### src/hw/rtl/msadpcm_pkg.sv
// ----------------------------------------------------------------------------
// msadpcm_pkg
// Shared types and constants for the block-based ADPCM decoder.
// ----------------------------------------------------------------------------
package msadpcm_pkg;

    // Input transaction: one encoded byte
    typedef struct packed {
        logic [7:0] data_byte;
        logic       stream_restart;
    } in_item_t;

    // Result transaction: one PCM sample
    typedef struct packed {
        logic signed [15:0] sample_value;
        logic               channel_index;
        logic               last_of_run;
    } out_item_t;

    // Command kinds passed from front to back
    typedef enum logic [1:0] {
        CMD_NONE   = 2'd0,
        CMD_COEF   = 2'd1,
        CMD_FIELD  = 2'd2,
        CMD_DATA   = 2'd3
    } cmd_kind_t;

    // Header field selector
    typedef enum logic [1:0] {
        FLD_STEP  = 2'd0,
        FLD_S1    = 2'd1,
        FLD_S2    = 2'd2
    } field_sel_t;

    // Command word in the front-to-back queue
    typedef struct packed {
        cmd_kind_t   kind;
        logic [7:0]  data_byte;
        logic [7:0]  low_byte;
        field_sel_t  field;
        logic        ch;
        logic        hdr_last;
        logic        stereo;
    } cmd_t;

    // Back-end sequencer states
    typedef enum logic [2:0] {
        BK_IDLE   = 3'd0,
        BK_BASE1  = 3'd1,
        BK_BASE2  = 3'd2,
        BK_SAMP   = 3'd3,
        BK_STEP   = 3'd4,
        BK_EMIT   = 3'd5,
        BK_HDR    = 3'd6
    } bk_state_t;

    // Register indexes on the configuration port
    localparam logic [0:0] REG_STEREO = 1'd0;
    localparam logic [0:0] REG_BLOCK  = 1'd1;

    localparam logic [15:0] BLOCK_RESET = 16'd512;

    // Step adaptation table
    function automatic logic [9:0] adapt_lut(input logic [3:0] nib);
        logic [9:0] r;
        case (nib)
            4'd4, 4'd12:  r = 10'd307;
            4'd5, 4'd11:  r = 10'd409;
            4'd6, 4'd10:  r = 10'd512;
            4'd7, 4'd9:   r = 10'd614;
            4'd8:         r = 10'd768;
            default:      r = 10'd230;
        endcase
        return r;
    endfunction

    // First predictor coefficient (512 needs the eleventh bit)
    function automatic logic signed [10:0] coef_a_lut(input logic [2:0] idx);
        logic signed [10:0] r;
        case (idx)
            3'd0:    r = 11'sd256;
            3'd1:    r = 11'sd512;
            3'd2:    r = 11'sd0;
            3'd3:    r = 11'sd192;
            3'd4:    r = 11'sd240;
            3'd5:    r = 11'sd460;
            default: r = 11'sd392;
        endcase
        return r;
    endfunction

    // Second predictor coefficient
    function automatic logic signed [10:0] coef_b_lut(input logic [2:0] idx);
        logic signed [10:0] r;
        case (idx)
            3'd1:    r = -11'sd256;
            3'd3:    r = 11'sd64;
            3'd5:    r = -11'sd208;
            3'd6:    r = -11'sd232;
            default: r = 11'sd0;
        endcase
        return r;
    endfunction

endpackage

### src/hw/rtl/msadpcm_front.sv
// ----------------------------------------------------------------------------
// msadpcm_front
// Tracks the byte position within a block and classifies each byte.
// ----------------------------------------------------------------------------
module msadpcm_front
    import msadpcm_pkg::*;
(
    input  logic        clk,
    input  logic        rst_n,
    input  logic        stereo_mode,
    input  logic [15:0] block_bytes,
    input  logic        in_valid,
    input  in_item_t    in_item,
    output logic        cmd_valid,
    output cmd_t        cmd
);

    logic [15:0] pos_reg, pos_next;
    logic [7:0]  low_reg, low_next;
    logic [15:0] p;
    logic [15:0] p1;
    logic [4:0]  hdr;
    logic [3:0]  q;
    logic        short_blk;

    // Position and classification
    always_comb
    begin
        hdr       = stereo_mode ? 5'd14 : 5'd7;
        p         = (in_item.stream_restart || pos_reg >= block_bytes) ? 16'd0 : pos_reg;
        short_blk = block_bytes < {11'd0, hdr};
        p1        = p + 16'd1;
        q         = p[3:0] - (stereo_mode ? 4'd2 : 4'd1);
        pos_next  = pos_reg;
        low_next  = low_reg;
        cmd       = '0;
        cmd.data_byte = in_item.data_byte;
        cmd.low_byte  = low_reg;
        cmd.stereo    = stereo_mode;
        cmd.kind      = CMD_NONE;
        if (in_valid)
        begin
            if (short_blk)
                pos_next = 16'd0;
            else
            begin
                pos_next = (p1 >= block_bytes) ? 16'd0 : p1;
                if (p < (stereo_mode ? 16'd2 : 16'd1))
                begin
                    cmd.kind = CMD_COEF;
                    cmd.ch   = p[0];
                end
                else if (p < {11'd0, hdr})
                begin
                    cmd.kind     = CMD_FIELD;
                    cmd.hdr_last = (p == {11'd0, hdr} - 16'd1);
                    if (stereo_mode)
                    begin
                        cmd.ch    = q[1];
                        cmd.field = (q < 4'd4) ? FLD_STEP : (q < 4'd8) ? FLD_S1 : FLD_S2;
                        if (!q[0]) low_next = in_item.data_byte;
                    end
                    else
                    begin
                        cmd.ch    = 1'b0;
                        cmd.field = (q < 4'd2) ? FLD_STEP : (q < 4'd4) ? FLD_S1 : FLD_S2;
                        if (!q[0]) low_next = in_item.data_byte;
                    end
                    if (!q[0]) cmd.field = FLD_STEP;
                    if (!q[0]) cmd.kind = cmd.hdr_last ? CMD_FIELD : CMD_NONE;
                end
                else
                    cmd.kind = CMD_DATA;
            end
        end
    end

    assign cmd_valid = in_valid && (cmd.kind != CMD_NONE);

    // State registers
    always_ff @(posedge clk or negedge rst_n)
    begin
        if (!rst_n)
        begin
            pos_reg <= '0;
            low_reg <= '0;
        end
        else
        begin
            pos_reg <= pos_next;
            low_reg <= low_next;
        end
    end

endmodule

### config.mk
export PLATFORM = sky130hd
export DESIGN_NAME = msadpcm_front
export DESIGN_NICKNAME = d
export VERILOG_FILES = /design/src/hw/rtl/msadpcm_pkg.sv /design/src/hw/rtl/msadpcm_front.sv
export SDC_FILE = /design/constraint.sdc
export NUM_CORES = 1
export LEC_CHECK = 0
export ABC_CLOCK_PERIOD_IN_PS = 6400
export BUFFER_PORTS_ARGS = -buffer_cell sky130_fd_sc_hd__buf_2
export CORE_UTILIZATION = 35
export CTS_CLUSTER_DIAMETER = 150
export DETAILED_ROUTE_END_ITERATION = 8
export PLACE_DENSITY = 0.54
export SLEW_MARGIN = 20
export SYNTH_ARGS = -nofsm -noshare
export SYNTH_HDL_FRONTEND = slang
export SYNTH_SLANG_ARGS = --single-unit
### constraint.sdc
create_clock -name clk -period 6.4 [get_ports clk]
set_clock_uncertainty 0.15 [all_clocks]
set_input_delay 0.96 -clock clk [delete_from_list [all_inputs] [get_ports clk]]
set_output_delay 0.96 -clock clk [all_outputs]
set_load 0.005 [all_outputs]
Yosys cells after proc, flatten, opt, wreduce, memory -nomap -nowiden
Cells that the tools add are included.

word-level totals
  flip-flop bits (word level) = 24
  logic and storage cells = 45
  output and inout bits = 24

cells by class
  reduce and logical (&&, ||, !) cells = 4
  $lt $le $gt $ge = 8
  add/subtract/negate cells = 3
  multiplexer cells = 24
  equal/unequal tests = 1
  bitwise gates (word level) = 3

operator list
  operator                                                                      count
  16-bit 2-to-1 mux                                                             3
  16-bit greater-or-equal comparator                                            2
  16-bit by 4-bit less-than comparator with 1-bit output                        2
  2-bit 2-to-1 mux                                                              14
  16-bit by 1-bit adder with 16-bit output, second input constant               1
  16-bit == test                                                                1
  16-bit by 2-bit less-than comparator with 1-bit output                        1
  4-bit 2-to-1 mux                                                              4
  5-bit AND reduction                                                           1
  4-bit by 1-bit subtractor with 5-bit output, second input constant            1
  4-bit by 2-bit less-than comparator with 1-bit output, second input constant  1
  4-bit by 3-bit less-than comparator with 1-bit output, second input constant  1
  4-bit less-than comparator, second input constant                             1
  4-bit by 2-bit subtractor with 4-bit output                                   1
  3-bit 2-to-1 mux                                                              1
  1-bit NOT                                                                     3
  1-bit 2-to-1 mux                                                              2
  2-bit nonzero test                                                            1
  1-bit logical AND                                                             1
  1-bit logical OR                                                              1

Longest topological paths before layout
  word-level depth = 13
  depth in mapped cells = 22

Worst setup path before layout
Ideal clock, no wire load.

  path kind = in2out
  start = in block_bytes[15]
  end = out cmd[4] in the netlist's numbering
  data arrival time = 4.498 ns
  path buffers = 2
  path slack = 0.792 ns
  cell stages on the path = 16
  cell sequence = inv_1 -> ha_1 -> nand4_1 -> nor4_1 -> a32oi_1 -> nand2_1 -> clkbuf_1 -> buf_1 -> nor2_1 -> ha_1 -> nand2_1 -> nor3_1 -> nor3_1 -> or4b_4 -> a2111oi_0 -> a21boi_0

RTL lines
  element          line                 source
  start, declared  msadpcm_front.sv:11  input logic [15:0] block_bytes,
  end, declared    msadpcm_front.sv:15  output cmd_t cmd

==> impl_metrics.json <==
{
  "synth.area.top_cells": "sky130_fd_sc_hd__dfrtp_1, sky130_fd_sc_hd__ha_1, sky130_fd_sc_hd__inv_1",
  "postCtsHoldBufs": 0,
  "dominantRegCellSynth": "sky130_fd_sc_hd__dfrtp_1",
  "postCtsResizedCells": 0,
  "final_layout_size_suffix_gt1_share_pct": 22.3,
  "number_of_flip_flops_under_the_largest_register_name": 16,
  "finish.cell_count_without_fillers": 437,
  "chipWidth_um": 87.0,
  "clock.fmax_ghz": 0.170,
  "maxCapViolations": 0,
  "boundaryPins": 53,
  "cp-end-kind": "output port",
  "seq_cells_post_synth": 24,
  "wire_per_inst_um": 15.4,
  "period_share_pct": 91.8,
  "p_per_area_nw_per_um2": 160,
  "finalWirelength_um": 6710,
  "synthMostInstantiatedCell": "sky130_fd_sc_hd__inv_1",
  "hold_violations": 0,
  "clk_pin_slew_worst_paths_ns": 0.08,
  "critical_path.slowest_cell": "sky130_fd_sc_hd__fa_1",
  "initial_utilization_pct": 36.8,
  "post-layout-total-power_w": 0.000467,
  "routed-via-count": 2316,
  "clockBufferDepth": 2,
  "detailedRoute.firstIterationViolations": 165,
  "syn-instance-count": 296,
  "worstSetupStartpoint": "block_bytes[0]",
  "vdd_ir_drop_max_v": 0.000121,
  "synth-edff-count": 0,
  "fin_tns_setup_ns": 0,
  "antenna_cells_inserted": 0,
  "synth_cell_type_count": 52,
  "synthesis.area_um2": 2530,
  "worstPathCellList": "buf_2 -> ha_1 -> nand2b_4 -> a2111o_1 -> a32o_1 -> nor2_1 -> nand2_1 -> ha_1 -> fa_1 -> nor2_1 -> o21ai_0 -> a2111oi_0 -> buf_4 -> a21boi_0 -> buf_2",
  "syn_area_per_cell_um2": 8.53,
  "worstSetupStartpointType": "input pin",
  "cts_htree_levels": 1,
  "clkSinkCount": 24,
  "arrival_ns": 4.77,
  "grt_setup_unrepaired": "no",
  "place.detailed.hpwl_um": 5490,
  "timing.setup.critical_path_class": "in -> out",
  "die_h_um": 87.0,
  "tritoncts": "built",
  "post-place-cells": 433,
  "crit_path_max_incr_delay_ns": 0.53,
  "yosys_warnings": 0,
  "data_required_time_of_the_critical_path_ns": 5.29,
  "synthTopCellsByCount": "sky130_fd_sc_hd__inv_1, sky130_fd_sc_hd__ha_1, sky130_fd_sc_hd__nor2_1, sky130_fd_sc_hd__dfrtp_1, sky130_fd_sc_hd__nand2_1",
  "grt_first_pass_wirelength_um": 10600,
  "asyncSetResetFlopFracSynth_pct": 100,
  "grt.total_usage_pct": 17.9,
  "timing.critical_path.fanout_max": 9,
  "timing.reg2reg.worst_path_depth": 21,
  "clk_root_buffer_cell": "sky130_fd_sc_hd__clkbuf_8",
  "std_cell_rows": 30,
  "synthDominantCellAreaShare_pct": 23.8,
  "power.static_leakage_nw": 1.47,
  "hold_ws_ns": 0.359,
  "max_slew_margin_pct": 54.8,
  "largest_net_degree_at_the_start_of_global_routing": 27,
  "finalMaxSlewViolations": 0,
  "clkLatencyLatePin_ns": 0.27,
  "floorplan.die_area_um2": 7560,
  "grt_pass1_vias": 2132,
  "timing.final.setup_violations": 0,
  "drt_pre_antenna_iters": 4,
  "final_net_count": 410,
  "reg2reg_from": "pos_reg[0]",
  "timing.rr.end": "pos_reg[14]",
  "routabilityCongestion": 0.854,
  "remaining_global_route_overflow": 0,
  "endpoint": "cmd[4]",
  "cts-buffers-inserted": 3,
  "fin_crit_ns": 5.88,
  "number_of_antenna_violations_at_the_first_check_in_global_routing": 0,
  "final_antenna_net_count": 0,
  "placeableCoreArea_um2": 6870,
  "result_of_the_run": "complete, no violations",
  "vias_per_cell": 5.30,
  "reg2reg_setup_slack_ns": 0.86,
  "setup_fix_bufs_post_cts": 0,
  "post-synth-top-area-cell": "sky130_fd_sc_hd__dfrtp_1",
  "yosysSeqAreaShare_pct": 23.8,
  "worst_slew_pin_slew_ns": 0.677,
  "areaGrowthSynthToFinish_pct": 15.3,
  "number_of_remaining_drc_errors": 0,
  "number_of_port_buffers": 52,
  "synthesis.nets": 364,
  "hold_path.class": "reg -> reg"
}
## metal layers
metal	wire length [um]	part of all wire, %	up-vias	track usage [%]
met5	0	0	-	0
met4	18	0.27	0	2.73
met3	340	5.1	2	1.23
met2	2970	44	64	27.3
met1	3380	50	1086	27.9
li1	-	-	1164	-
## layout by cell type (no fill, tap or decap), types with 4 or more instances in the layout
cell type and instances:
sky130_fd_sc_hd__dfrtp_1 24, sky130_fd_sc_hd__clkbuf_8 4, sky130_fd_sc_hd__o21ai_0 7, sky130_fd_sc_hd__nor4_1 6, sky130_fd_sc_hd__mux2_2 8, sky130_fd_sc_hd__buf_2 52, sky130_fd_sc_hd__nand4_1 9, sky130_fd_sc_hd__inv_1 40
sky130_fd_sc_hd__o32ai_1 13, sky130_fd_sc_hd__nor2_1 28, sky130_fd_sc_hd__a21oi_1 11, sky130_fd_sc_hd__xnor2_1 12, sky130_fd_sc_hd__nand3_1 4, sky130_fd_sc_hd__nand2_1 15, sky130_fd_sc_hd__nor3_1 6, sky130_fd_sc_hd__a21o_1 9
sky130_fd_sc_hd__ha_1 38, sky130_fd_sc_hd__buf_4 6
## power by group
group | switching (W) | internal [W] | total, W
Clock | 0.0000493 | 0.0000549 | 0.000104
Combinational | 0.0000861 | 0.0000827 | 0.000169
Sequential | 0.0000147 | 0.000180 | 0.000194
## cells by family (layout without fill, tap and decap cells)
family                   Yosys count  count (layout)  synth area share (%)
multiplexers                       8               8                  3.57
AO/OA/AOI/OAI                     68              68                  20.7
flip-flops                        24              24                  23.8
buffers and inverters             57             102                  9.81
AND/OR/NAND/NOR                   87              87                  18.1
adder cells (fa/ha/maj)           39              39                  19.6
XOR/XNOR                          13              13                  4.51
## stage by stage
stage	cell area (um^2)	util, %	setup slack (ns)
after floorplan	2530	-	0.792
after global placement	2850	41.5	0.309
after detailed placement	2850	41.5	0.0929
final	2910	42.4	0.525
after CTS	2910	42.3	0.371
after global routing	2910	42.4	0.173
## worst max-delay path, delay by kind of cell
kind | cells | cell delay (ns)
AO/OA/AOI/OAI | 5 | 1.57
adder cells (fa/ha/maj) | 3 | 1.06
AND/OR/NAND/NOR | 4 | 0.74
buffers and inverters | 3 | 0.45
## how the worst min path moves through the flow
stage / cells past startpoint / end / from
2_1_floorplan: 1 / low_reg[0] / low_reg[0]
3_3_place_gp: 1 / low_reg[5] / low_reg[5]
3_5_place_dp: 1 / low_reg[0] / low_reg[0]
4_1_cts: 1 / low_reg[3] / low_reg[3]
5_1_grt: 1 / low_reg[3] / low_reg[3]
6_report: 1 / low_reg[5] / low_reg[5]
## layout make-up
cell class / instances / area [um^2]
Timing Repair Buffer: 58 / 305
Clock buffer: 4 / 55.1
Inverter: 40 / 150
Multi-Input combinational cell: 215 / 1680
Sequential cell: 24 / 601
Fill cell: 727 / 3960
Tap cell: 96 / 120
No activity file was read; power rests on OpenSTA's default activity.
