**config.mk**
```make
export PLATFORM = sky130hd
export DESIGN_NAME = msadpcm_queue
export DESIGN_NICKNAME = d
export VERILOG_FILES = /design/src/hw/rtl/msadpcm_pkg.sv /design/src/hw/rtl/msadpcm_queue.sv
export SDC_FILE = /design/constraint.sdc
export NUM_CORES = 1
export LEC_CHECK = 0
export ABC_AREA = 1
export ABC_CLOCK_PERIOD_IN_PS = 4700
export BUFFER_PORTS_ARGS = -buffer_cell sky130_fd_sc_hd__buf_4
export CAP_MARGIN = 20
export CORE_UTILIZATION = 30
export CTS_CLUSTER_DIAMETER = 120
export DETAILED_ROUTE_END_ITERATION = 6
export SETUP_SLACK_MARGIN = 0.2
export SLEW_MARGIN = 20
export SYNTH_ARGS = -nofsm -noshare
export SYNTH_HDL_FRONTEND = slang
export SYNTH_SLANG_ARGS = --single-unit
```
**constraint.sdc**
```tcl
create_clock -name clk -period 4.7 [get_ports clk]
set_input_delay 0.47 -clock clk [delete_from_list [all_inputs] [get_ports clk]]
set_output_delay 0.47 -clock clk [all_outputs]
set_load 0.05 [all_outputs]
```
**src/hw/rtl/msadpcm_pkg.sv**
```systemverilog
// ----------------------------------------------------------------------------
// msadpcm_pkg
// Shared types and constants for the block-based ADPCM decoder.
// ----------------------------------------------------------------------------
package msadpcm_pkg;

    // Input transaction: one encoded byte
    typedef struct packed {
        logic [7:0] data_byte;
        logic       stream_restart;
    } in_item_t;

    // Result transaction: one PCM sample
    typedef struct packed {
        logic signed [15:0] sample_value;
        logic               channel_index;
        logic               last_of_run;
    } out_item_t;

    // Command kinds passed from front to back
    typedef enum logic [1:0] {
        CMD_NONE   = 2'd0,
        CMD_COEF   = 2'd1,
        CMD_FIELD  = 2'd2,
        CMD_DATA   = 2'd3
    } cmd_kind_t;

    // Header field selector
    typedef enum logic [1:0] {
        FLD_STEP  = 2'd0,
        FLD_S1    = 2'd1,
        FLD_S2    = 2'd2
    } field_sel_t;

    // Command word in the front-to-back queue
    typedef struct packed {
        cmd_kind_t   kind;
        logic [7:0]  data_byte;
        logic [7:0]  low_byte;
        field_sel_t  field;
        logic        ch;
        logic        hdr_last;
        logic        stereo;
    } cmd_t;

    // Back-end sequencer states
    typedef enum logic [2:0] {
        BK_IDLE   = 3'd0,
        BK_BASE1  = 3'd1,
        BK_BASE2  = 3'd2,
        BK_SAMP   = 3'd3,
        BK_STEP   = 3'd4,
        BK_EMIT   = 3'd5,
        BK_HDR    = 3'd6
    } bk_state_t;

    // Register indexes on the configuration port
    localparam logic [0:0] REG_STEREO = 1'd0;
    localparam logic [0:0] REG_BLOCK  = 1'd1;

    localparam logic [15:0] BLOCK_RESET = 16'd512;

    // Step adaptation table
    function automatic logic [9:0] adapt_lut(input logic [3:0] nib);
        logic [9:0] r;
        case (nib)
            4'd4, 4'd12:  r = 10'd307;
            4'd5, 4'd11:  r = 10'd409;
            4'd6, 4'd10:  r = 10'd512;
            4'd7, 4'd9:   r = 10'd614;
            4'd8:         r = 10'd768;
            default:      r = 10'd230;
        endcase
        return r;
    endfunction

    // First predictor coefficient (512 needs the eleventh bit)
    function automatic logic signed [10:0] coef_a_lut(input logic [2:0] idx);
        logic signed [10:0] r;
        case (idx)
            3'd0:    r = 11'sd256;
            3'd1:    r = 11'sd512;
            3'd2:    r = 11'sd0;
            3'd3:    r = 11'sd192;
            3'd4:    r = 11'sd240;
            3'd5:    r = 11'sd460;
            default: r = 11'sd392;
        endcase
        return r;
    endfunction

    // Second predictor coefficient
    function automatic logic signed [10:0] coef_b_lut(input logic [2:0] idx);
        logic signed [10:0] r;
        case (idx)
            3'd1:    r = -11'sd256;
            3'd3:    r = 11'sd64;
            3'd5:    r = -11'sd208;
            3'd6:    r = -11'sd232;
            default: r = 11'sd0;
        endcase
        return r;
    endfunction

endpackage

```
**src/hw/rtl/msadpcm_queue.sv**
```systemverilog
// ----------------------------------------------------------------------------
// msadpcm_queue
// Small command queue between the front and back parts.
// ----------------------------------------------------------------------------
module msadpcm_queue
    import msadpcm_pkg::*;
(
    input  logic clk,
    input  logic rst_n,
    input  logic wr,
    input  cmd_t wr_data,
    output logic full,
    input  logic rd,
    output logic empty,
    output cmd_t rd_data
);

    cmd_t       mem_reg [2];
    logic [1:0] cnt_reg;
    logic       wp_reg, rp_reg;

    assign full    = cnt_reg == 2'd2;
    assign empty   = cnt_reg == 2'd0;
    assign rd_data = mem_reg[rp_reg];

    // Storage
    always_ff @(posedge clk)
    begin
        if (wr) mem_reg[wp_reg] <= wr_data;
    end

    // Pointers and fill count
    always_ff @(posedge clk or negedge rst_n)
    begin
        if (!rst_n)
        begin
            cnt_reg <= '0;
            wp_reg  <= 1'b0;
            rp_reg  <= 1'b0;
        end
        else
        begin
            if (wr) wp_reg <= ~wp_reg;
            if (rd) rp_reg <= ~rp_reg;
            cnt_reg <= cnt_reg + {1'b0, wr} - {1'b0, rd};
        end
    end

endmodule

```
# == After elaboration in Yosys (flattened, before gate mapping) ==
# Memory sizes are Yosys's and may differ from the RTL's.
# Index checks and enable logic that the tools add are counted.
# classes
addsub,2
multipliers,0
div,0
order_cmp,0
eq_ne,1
shift,0
mux,2
bitwise,2
reduce_logical,1
# ops
cell,n
$add A2 B1 Y2,1
$eq A2 B2 Y1 const B,1
$logic_not A2 Y1,1
$mux W1,2
$not A1 Y1,2
$sub A2 B1 Y2,1
# totals
register_bits,4
latchBits,0
ramBits,46
mem_bits_ro,0
input_bits,27
out_inout_bits,25
word_cells,12
memories,1
# mem_list
name,words,word_bits,read_ports,rd_ports_with_merged_regs,wr,line,text
mem_reg,2,23,1,0,1,msadpcm_queue.sv:18,cmd_t mem_reg [2];

# == Longest topological paths before layout ==
# Gate-level depths: netlist of run 1.
# logic_depth
depth_word,2
depth_mapped,7
ltp_nobuf,7

# == Worst setup path after synthesis of run 1 ==
# Ideal clock, no wire load.
# synth_path
path_type,reg-to-output
from,reg rp_reg
to,out rd_data[17] (netlist bit)
arrival_time_ns,1.640
t_required_ns,4.230
path_slack_ns,2.590
path_stages_with_launch,3
n_path_buf,1
path_cell_list,dfrtp_1 > buf_2 > o21ai_0
# synth_lines
item,line,text
start: declaration,msadpcm_queue.sv:20,"logic wp_reg, rp_reg;"
start signal: assignment,msadpcm_queue.sv:44,if (rd) rp_reg <= ~rp_reg;
end: declaration,msadpcm_queue.sv:15,output cmd_t rd_data

==> parameters.txt, run 1 <==
Parameter                              Value

Worst setup path
  Type of element capturing the critical path ... primary output
  Required time of the worst setup path ... 4.23 ns
  Slack of the worst reg-to-reg path ... 3.18 ns
  Arrival time at the worst endpoint ... 1.73 ns
  Crit Path Max Fanout ... 47
  Critical Path, Cell by Cell ... o21ai_0, buf_4
  WP depth ... 2
  Critical Path Source Type ... flip-flop
  Category of the most critical setup path ... reg2out
  Crit path buffers/inverters ... 1
  Cell depth of the worst flop-to-flop path ... 2
  Stage delay of the slowest cell on the critical path ... 0.92 ns
  Cell with the largest stage delay on the worst path ... sky130_fd_sc_hd__dfrtp_2
  Delay-heaviest family, CP ... flip-flops

Die
  Starting utilization of the core area ... 30.94%
  Die extent in x ... 82.92 µm
  Std cell rows ... 29
  Core outline area ... 6350 µm²
  Boundary pin count ... 52
  Die outline area ... 6876 µm²
  Vertical die dimension ... 82.92 µm

Final layout
  Final core occ ... 39.31%
  Number of inserted filler cells in the final layout ... 607
  Multi-input gate area ... 322.8 µm²
  Flip-flop count of the largest register, all copies and words added ... 46
  Layout net count ... 229
  Number of antenna repair diodes ... 0
  Share of layout cells above drive strength 1 ... 34.83%
  Layout area overhead ... 27.07%
  FF+latch area ... 1483 µm²

Yosys
  Netlist area before placement ... 1964 µm²
  Number of enable-type register cells in the synthesized netlist ... 46
  Commonest register cell after synthesis ... sky130_fd_sc_hd__edfxtp_1
  Synth cell types ... 13
  Synthesized Nets ... 174
  Biggest area consumer among synthesized cells ... sky130_fd_sc_hd__edfxtp_1
  Top post-synthesis cells by area ... sky130_fd_sc_hd__edfxtp_1 70%, sky130_fd_sc_hd__inv_1 5.7%, sky130_fd_sc_hd__nand2_1 5.5%
  Synth Instances ... 145
  Proportion of register bits with asynchronous set or reset after synthesis ... 8.000%
  Register bit count reported by yosys ... 50
  Mean cell area of the mapped netlist ... 13.55 µm²
  Synthesis warning total ... 0
  Top cell types by occurrence after synthesis ... 46 x sky130_fd_sc_hd__edfxtp_1, 30 x sky130_fd_sc_hd__inv_1, 29 x sky130_fd_sc_hd__nand2_1
  Most used standard cell by instance count after synthesis ... sky130_fd_sc_hd__edfxtp_1
  Post-synthesis sequential area ratio ... 75.41%
  Fraction of post-synthesis cell area in the top cell type by area ... 70.32%

Min path
  Min-delay worst type ... in2reg
  Hold depth ... 2

Detailed routing
  ANT nets after route ... 0
  Routed wire length per instance ... 10.70 µm
  Initial drt markers ... 38
  Mean number of vias per cell ... 4.198
  Overall via count from detail_route ... 1,167
  Number of detailed-route iterations in the first pass ... 4
  Remaining DRCs ... 0
  Wire length reported by the detailed router ... 2.975 mm

Placed design
  Global placer's final weighted congestion ... 0.6147
  Input/output buffers ... 51
  Half-perimeter wire length of the detailed placement result ... 1.964 mm

CTS
  Post-cts repair resize count ... 0
  Clock buffers created by TritonCTS ... 5
  Setup Buffers After CTS ... 0
  Clock tree from TritonCTS ... yes
  Number of clock sinks seen by CTS ... 50
  Clock latency at the later pin of the worst-skew pair ... 0.29 ns
  Number of H-tree levels ... 2
  Clk slew on worst S/H paths ... 0.08 ns
  CTS Root Buffer Type ... sky130_fd_sc_hd__clkbuf_8
  Deepest clock path buffer count ... 2

Global routing
  Pin count of the biggest net entering global routing ... 48
  Vias in the first global route ... 1,079
  Global routing usage summed across all routing layers ... 9.571%
  Wire length of the first global-routing pass ... 5.078 mm
  Number of antenna violations at the first check in global routing ... 0
  Congestion Overflow GR ... 0

Outcome
  Result of the run ... finished clean

Timing
  Pin slew with the least headroom to its limit ... 0.9300 ns
  Minimum clock period ... 2.202 ns
  Skew final ... 0.004001 ns
  Final Hold Vio Count ... 0
  Worst max-slew margin expressed relative to the limit ... 37.93%
  Number of slew-limit violations in the final report ... 0
  Setup-violating endpoint count in the final report ... 0
  Setup repair after global routing missed its margin ... false
  Achievable frequency ... 454.2 MHz
  Final worst path period share ... 46.84%
  Setup tns final ... 0 ns

Flow run
  Max-cap violations ... 0

Power
  Total power density per cell area ... 679.5 nW/µm²
  Peak VDD IR ... 303.6 µV
  Leakage power figure ... 1.078 nW
## worst register-to-register path: cells and delay by family, from the launching register on
kind | cells | cell delay, ns
buf+inv | 1 | 0.67
flops | 1 | 0.41
simple gates | 1 | 0.07
## cells in the final DEF (no fill, tap or decap), drive strengths merged
cell	synthesis	layout
o21ai	23	23
nor2	3	3
clkbuf	0	6
dfrtp	4	4
xor2	2	2
clkinv	0	2
buf	5	52
inv	30	30
dlygate4sd3	0	1
nand3	1	1
ha	2	2
nand2	29	29
edfxtp	46	46
## through the flow
| step | worst slack [ns] | power (mW) | area (µm²) | instances | hold slack, ns |
|---|---|---|---|---|---|
| after floorplan | 2.590 | 1.279 | 1964 | 145 | 0.1744 |
| after global placement | 2.743 | 1.484 | 2405 | 269 | 0.2715 |
| after detailed placement | 2.729 | 1.493 | 2405 | 269 | 0.2739 |
| after CTS | 2.404 | 1.725 | 2496 | 278 | 0.3439 |
| after global routing | 2.286 | 1.796 | 2496 | 278 | 0.3337 |
| final | 2.498 | 1.696 | 2496 | 278 | 0.3554 |
## timing repair
| action | in CTS | in global routing |
|---|---|---|
| hold buffers | 1 | 0 |
| endpoints found under the hold margin | 4 | 0 |
| endpoints found under the setup margin | 0 | 0 |
## cells by family after synthesis
| kind of cell | count (synthesis) | synth area share (%) |
|---|---|---|
| adders and majority gates | 2 | 1.274 |
| and+or+nand+nor | 33 | 6.369 |
| DFF | 50 | 75.41 |
| xor gates and xnor gates | 2 | 0.8919 |
| buffers and inverters | 35 | 8.280 |
| AOI/OAI and AO/OA | 23 | 7.770 |
## path summary, 6_finish.rpt
check                                  to   start
min                                rp_reg      rd
max reg2reg                mem_reg[1][18]  wp_reg
min reg2reg                        wp_reg  wp_reg
max in group asynchronous          rp_reg   rst_n
max                           rd_data[17]  rp_reg
min in group asynchronous      cnt_reg[1]   rst_n
## area by class of cell
| type | instances | area share (%) |
|---|---|---|
| repair buffers | 53 | 16.04 |
| flip-flops and latches | 50 | 59.40 |
| clock inverters | 2 | 0.3509 |
| inverters | 30 | 4.511 |
| well taps | 77 | 3.860 |
| multi-input cells | 60 | 12.93 |
| clock buffers | 6 | 2.907 |
## routing by layer
layer  vias up  global-route usage, %  wire length, µm
li1        585                      -                -
met1       545                  11.31             1237
met2        35                  15.95             1533
met3         2                  3.678              188
met4         0                  3.292               15
met5         -                      0                0
## where the power goes
group / switching (mW) / total (mW) / internal, mW
clock: 0.126 / 0.228 / 0.102
combinational: 0.559 / 0.785 / 0.226
sequential: 0.0880 / 0.683 / 0.595
total: 0.773 / 1.70 / 0.923
(Power assumes the default switching activity.)
==> run 2: changes to the inputs <==
--- a/config.mk
+++ b/config.mk
@@ -5,8 +5,8 @@
 export SDC_FILE = /design/constraint.sdc
 export NUM_CORES = 1
 export LEC_CHECK = 0
-export ABC_AREA = 1
-export ABC_CLOCK_PERIOD_IN_PS = 4700
+export ABC_AREA = 0
+export ABC_CLOCK_PERIOD_IN_PS = 2100
 export BUFFER_PORTS_ARGS = -buffer_cell sky130_fd_sc_hd__buf_4
 export CAP_MARGIN = 20
 export CORE_UTILIZATION = 30
==> constraint.sdc (replaced) <==
create_clock -name clk -period 2.1 [get_ports clk]
set_input_delay 0.21 -clock clk [delete_from_list [all_inputs] [get_ports clk]]
set_output_delay 0.21 -clock clk [all_outputs]
set_load 0.05 [all_outputs]
==> run 2 against run 1 <==
Non-clock buffer count is 5 higher. Sequential cell count unchanged. Sequential share of layout area down 1.2 points. Critical path type unchanged.
==> parameters.txt, run 2 <==
Parameter                              Value

Final layout
  Flip-flop count of the largest register, all copies and words added ... 46 (unchanged)
  Most frequent standard cell in the layout excluding fill and tap cells ... sky130_fd_sc_hd__buf_4 (unchanged)
  Number of antenna repair diodes ... 0 (unchanged)
  Number of inserted filler cells in the final layout ... 587 (was 607)
  Layout area overhead ... 30.01% (was 27.07%)
  Share of layout cells above drive strength 1 ... 58.39% (was 34.83%)
  Final core occ ... 40.35% (was 39.31%)
  Layout net count ... 178 (was 229)
  Most frequent cells in the layout ... 57 x sky130_fd_sc_hd__buf_4, 46 x sky130_fd_sc_hd__edfxtp_1, 19 x sky130_fd_sc_hd__mux2_4 (was 52 x sky130_fd_sc_hd__buf_4, 46 x sky130_fd_sc_hd__edfxtp_1, 30 x sky130_fd_sc_hd__inv_1)

Placed design
  Global placer's final weighted congestion ... 0.6960 (was 0.6147)
  Half-perimeter wire length of the detailed placement result ... 2.306 mm (was 1.964 mm)
  Worst-case setup slack after placement ... 0.7199 ns (was 2.729 ns)
  Input/output buffers ... 51 (unchanged)

CTS
  Clock buffers created by TritonCTS ... 5 (unchanged)
  Clock latency at the later pin of the worst-skew pair ... 0.29 ns (about the same)
  Setup Buffers After CTS ... 0 (unchanged)
  Number of H-tree levels ... 2 (unchanged)
  Clock tree from TritonCTS ... yes (unchanged)
  Deepest clock path buffer count ... 2 (unchanged)
  CTS Root Buffer Type ... sky130_fd_sc_hd__clkbuf_8 (unchanged)
  Clk slew on worst S/H paths ... 0.08 ns (about the same)
  Number of clock sinks seen by CTS ... 50 (unchanged)

Timing
  Final worst path period share ... 80.07%
  Number of slew-limit violations in the final report ... 0 (unchanged)
  Pin slew with the least headroom to its limit ... 0.2572 ns (was 0.9300 ns)
  Setup-violating endpoint count in the final report ... 0 (unchanged)
  Minimum clock period ... 1.681 ns
  Achievable frequency ... 594.7 MHz
  Setup tns final ... 0 ns (unchanged)
  Final WS setup ... 0.4185 ns (was 2.498 ns)
  Setup repair after global routing missed its margin ... false (unchanged)
  Skew final ... 0.004625 ns (was 0.004001 ns)
  Final Hold Vio Count ... 0 (unchanged)
  Worst hold-check slack ... 0.09859 ns (was 0.3554 ns)
  Worst max-slew margin expressed relative to the limit ... 82.85% (was 37.93%)

Worst setup path
  Setup crit start ... rp_reg (unchanged)
  Critical Path Source Type ... flip-flop (unchanged)
  R2r startpoint ... cnt_reg[0] (was wp_reg)
  Most prevalent standard cell on the critical path ... sky130_fd_sc_hd__buf_4
  Cell with the largest stage delay on the worst path ... sky130_fd_sc_hd__mux2_2 (was sky130_fd_sc_hd__dfrtp_2)
  Type of element capturing the critical path ... primary output (unchanged)
  Stage delay of the slowest cell on the critical path ... 0.37 ns (was 0.92 ns)
  Required time of the worst setup path ... 1.89 ns (was 4.23 ns)
  Critical Path, Cell by Cell ... buf_4, mux2_2, buf_4 (was o21ai_0, buf_4)
  Crit Path Max Fanout ... 14 (was 47)
  Arrival time at the worst endpoint ... 1.47 ns (was 1.73 ns)
  Category of the most critical setup path ... reg2out (unchanged)

Yosys
  Most used standard cell by instance count after synthesis ... sky130_fd_sc_hd__edfxtp_1 (unchanged)
  Commonest register cell after synthesis ... sky130_fd_sc_hd__edfxtp_1 (unchanged)
  Top post-synthesis cells by area ... sky130_fd_sc_hd__edfxtp_1 70%, sky130_fd_sc_hd__mux2_4 15%, sky130_fd_sc_hd__dfrtp_1 5.1% (was sky130_fd_sc_hd__edfxtp_1 70%, sky130_fd_sc_hd__inv_1 5.7%, sky130_fd_sc_hd__nand2_1 5.5%)
  Number of enable-type register cells in the synthesized netlist ... 46 (unchanged)
  Synth Instances ... 87 (was 145)
  Proportion of register bits with asynchronous set or reset after synthesis ... 8.000% (unchanged)
  Mean cell area of the mapped netlist ... 22.52 µm² (was 13.55 µm²)
  Post-synthesis sequential area ratio ... 75.61% (was 75.41%)
  Fraction of post-synthesis cell area in the top cell type by area ... 70.50% (was 70.32%)
  Synthesized Nets ... 116 (was 174)
  Synth cell types ... 13 (unchanged)
  Register bit count reported by yosys ... 50 (unchanged)
  Biggest area consumer among synthesized cells ... sky130_fd_sc_hd__edfxtp_1 (unchanged)
  Synthesis warning total ... 0 (unchanged)
  Netlist area before placement ... 1959 µm² (was 1964 µm²)
  Top cell types by occurrence after synthesis ... 46 x sky130_fd_sc_hd__edfxtp_1, 19 x sky130_fd_sc_hd__mux2_4, 4 x sky130_fd_sc_hd__dfrtp_1, 4 x sky130_fd_sc_hd__mux2_2 (was 46 x sky130_fd_sc_hd__edfxtp_1, 30 x sky130_fd_sc_hd__inv_1, 29 x sky130_fd_sc_hd__nand2_1)

Die
  Boundary pin count ... 52 (unchanged)
  Core outline area ... 6314 µm² (was 6350 µm²)
  Starting utilization of the core area ... 31.03% (was 30.94%)
  Die outline area ... 6858 µm² (was 6876 µm²)
  Std cell rows ... 29 (unchanged)
  Vertical die dimension ... 82.82 µm (was 82.92 µm)
  Die extent in x ... 82.82 µm (was 82.92 µm)

Min path
  Hold wc startpoint ... wr_data[20] (was rd)
  Min-delay worst type ... in2reg (unchanged)

Detailed routing
  Wire length reported by the detailed router ... 3.139 mm (was 2.975 mm)
  Overall via count from detail_route ... 982 (was 1,167)
  Initial drt markers ... 43 (was 38)
  Remaining DRCs ... 0 (unchanged)
  Number of detailed-route iterations in the first pass ... 3 (was 4)
  Routed wire length per instance ... 13.89 µm (was 10.70 µm)
  Mean number of vias per cell ... 4.345 (was 4.198)
  ANT nets after route ... 0 (unchanged)

Global routing
  Vias in the first global route ... 1,104 (was 1,079)
  Number of antenna violations at the first check in global routing ... 0 (unchanged)
  Pin count of the biggest net entering global routing ... 15 (was 48)
  Global routing usage summed across all routing layers ... 9.649% (was 9.571%)
  Congestion Overflow GR ... 0 (unchanged)
  Wire length of the first global-routing pass ... 5.168 mm (was 5.078 mm)

Power
  Total power density per cell area ... 1513 nW/µm² (was 679.5 nW/µm²)
  Leakage power figure ... 1.042 nW (was 1.078 nW)
  Peak VDD IR ... 736.1 µV (was 303.6 µV)

Outcome
  Result of the run ... finished clean (unchanged)

Flow run
  Max-cap violations ... 0 (unchanged)
## run 2: cell count changes after synthesis, sizes merged, moves of 2 or more
cell | before | now
nor2b | 0 | 2
buf | 5 | 3
mux2 | 0 | 23
o21ai | 23 | 0
inv | 30 | 2
nor2 | 3 | 1
nand2 | 29 | 0
## run 2: metrics by stage
| stage | instance area [µm²] | power [mW] | cells |
|---|---|---|---|
| after detailed placement | 2435 | 3.279 | 218 |
| after CTS | 2547 | 3.918 | 226 |
| after global routing | 2547 | 4.038 | 226 |
| after global placement | 2435 | 3.241 | 218 |
| final | 2547 | 3.855 | 226 |
| after floorplan | 1959 | 2.863 | 87 |
## run 2: critical path, delay by kind of cell (launching register included)
| kind | cells | cell delay, ns |
|---|---|---|
| buf+inv | 2 | 0.46 |
| flops | 1 | 0.35 |
| mux | 1 | 0.37 |
## run 2: logic make-up (layout without fill, tap and decap cells)
logic type,count (synthesis),in the layout,synth area share [%]
adder cells (fa/ha/maj),2,2,1.277
buffers and inverters,5,67,3.001
AND/OR/NAND/NOR,4,4,1.149
XOR/XNOR,3,3,2.107
flip-flops,50,50,75.61
multiplexers,23,23,16.86
## run 2: cell type report
cell class / instances / area (µm²) / share of cell area [%]
Timing Repair Buffer: 58 / 437.9 / 17.19
Tap cell: 77 / 96.34 / 3.782
Clock inverter: 2 / 33.78 / 1.326
Inverter: 2 / 7.507 / 0.2947
Clock buffer: 5 / 68.82 / 2.701
Sequential cell: 50 / 1481 / 58.15
Multi-Input combinational cell: 32 / 421.7 / 16.55
## run 2: worst paths after layout
kind	depth (start not counted)	end	slack, ns
min	1	mem_reg[0][20]	0.1
max in group asynchronous	2	rp_reg	1.76
max	3	rd_data[1]	0.42
min in group asynchronous	2	cnt_reg[0]	0.24
max reg2reg	5	cnt_reg[1]	0.89
min reg2reg	1	wp_reg	0.51
## run 2: per-layer routing
metal,GRT usage [%],wire length [µm]
met1,10.95,1260
met2,16.69,1616
met3,3.280,221
met4,3.762,40
met5,0,0
## run 2: repair_timing
item / 4_1_cts / 5_1_grt
resized for setup: 0 / 0
endpoints found under the hold margin: 4 / 0
hold buffers: 1 / 0
## run 2: power breakdown
part / internal [mW] / leakage (nW) / total, mW / switching (mW)
clock: 0.344 / 0.0517 / 0.629 / 0.284
sequential: 1.33 / 0.478 / 1.40 / 0.0689
combinational: 0.698 / 0.512 / 1.83 / 1.13
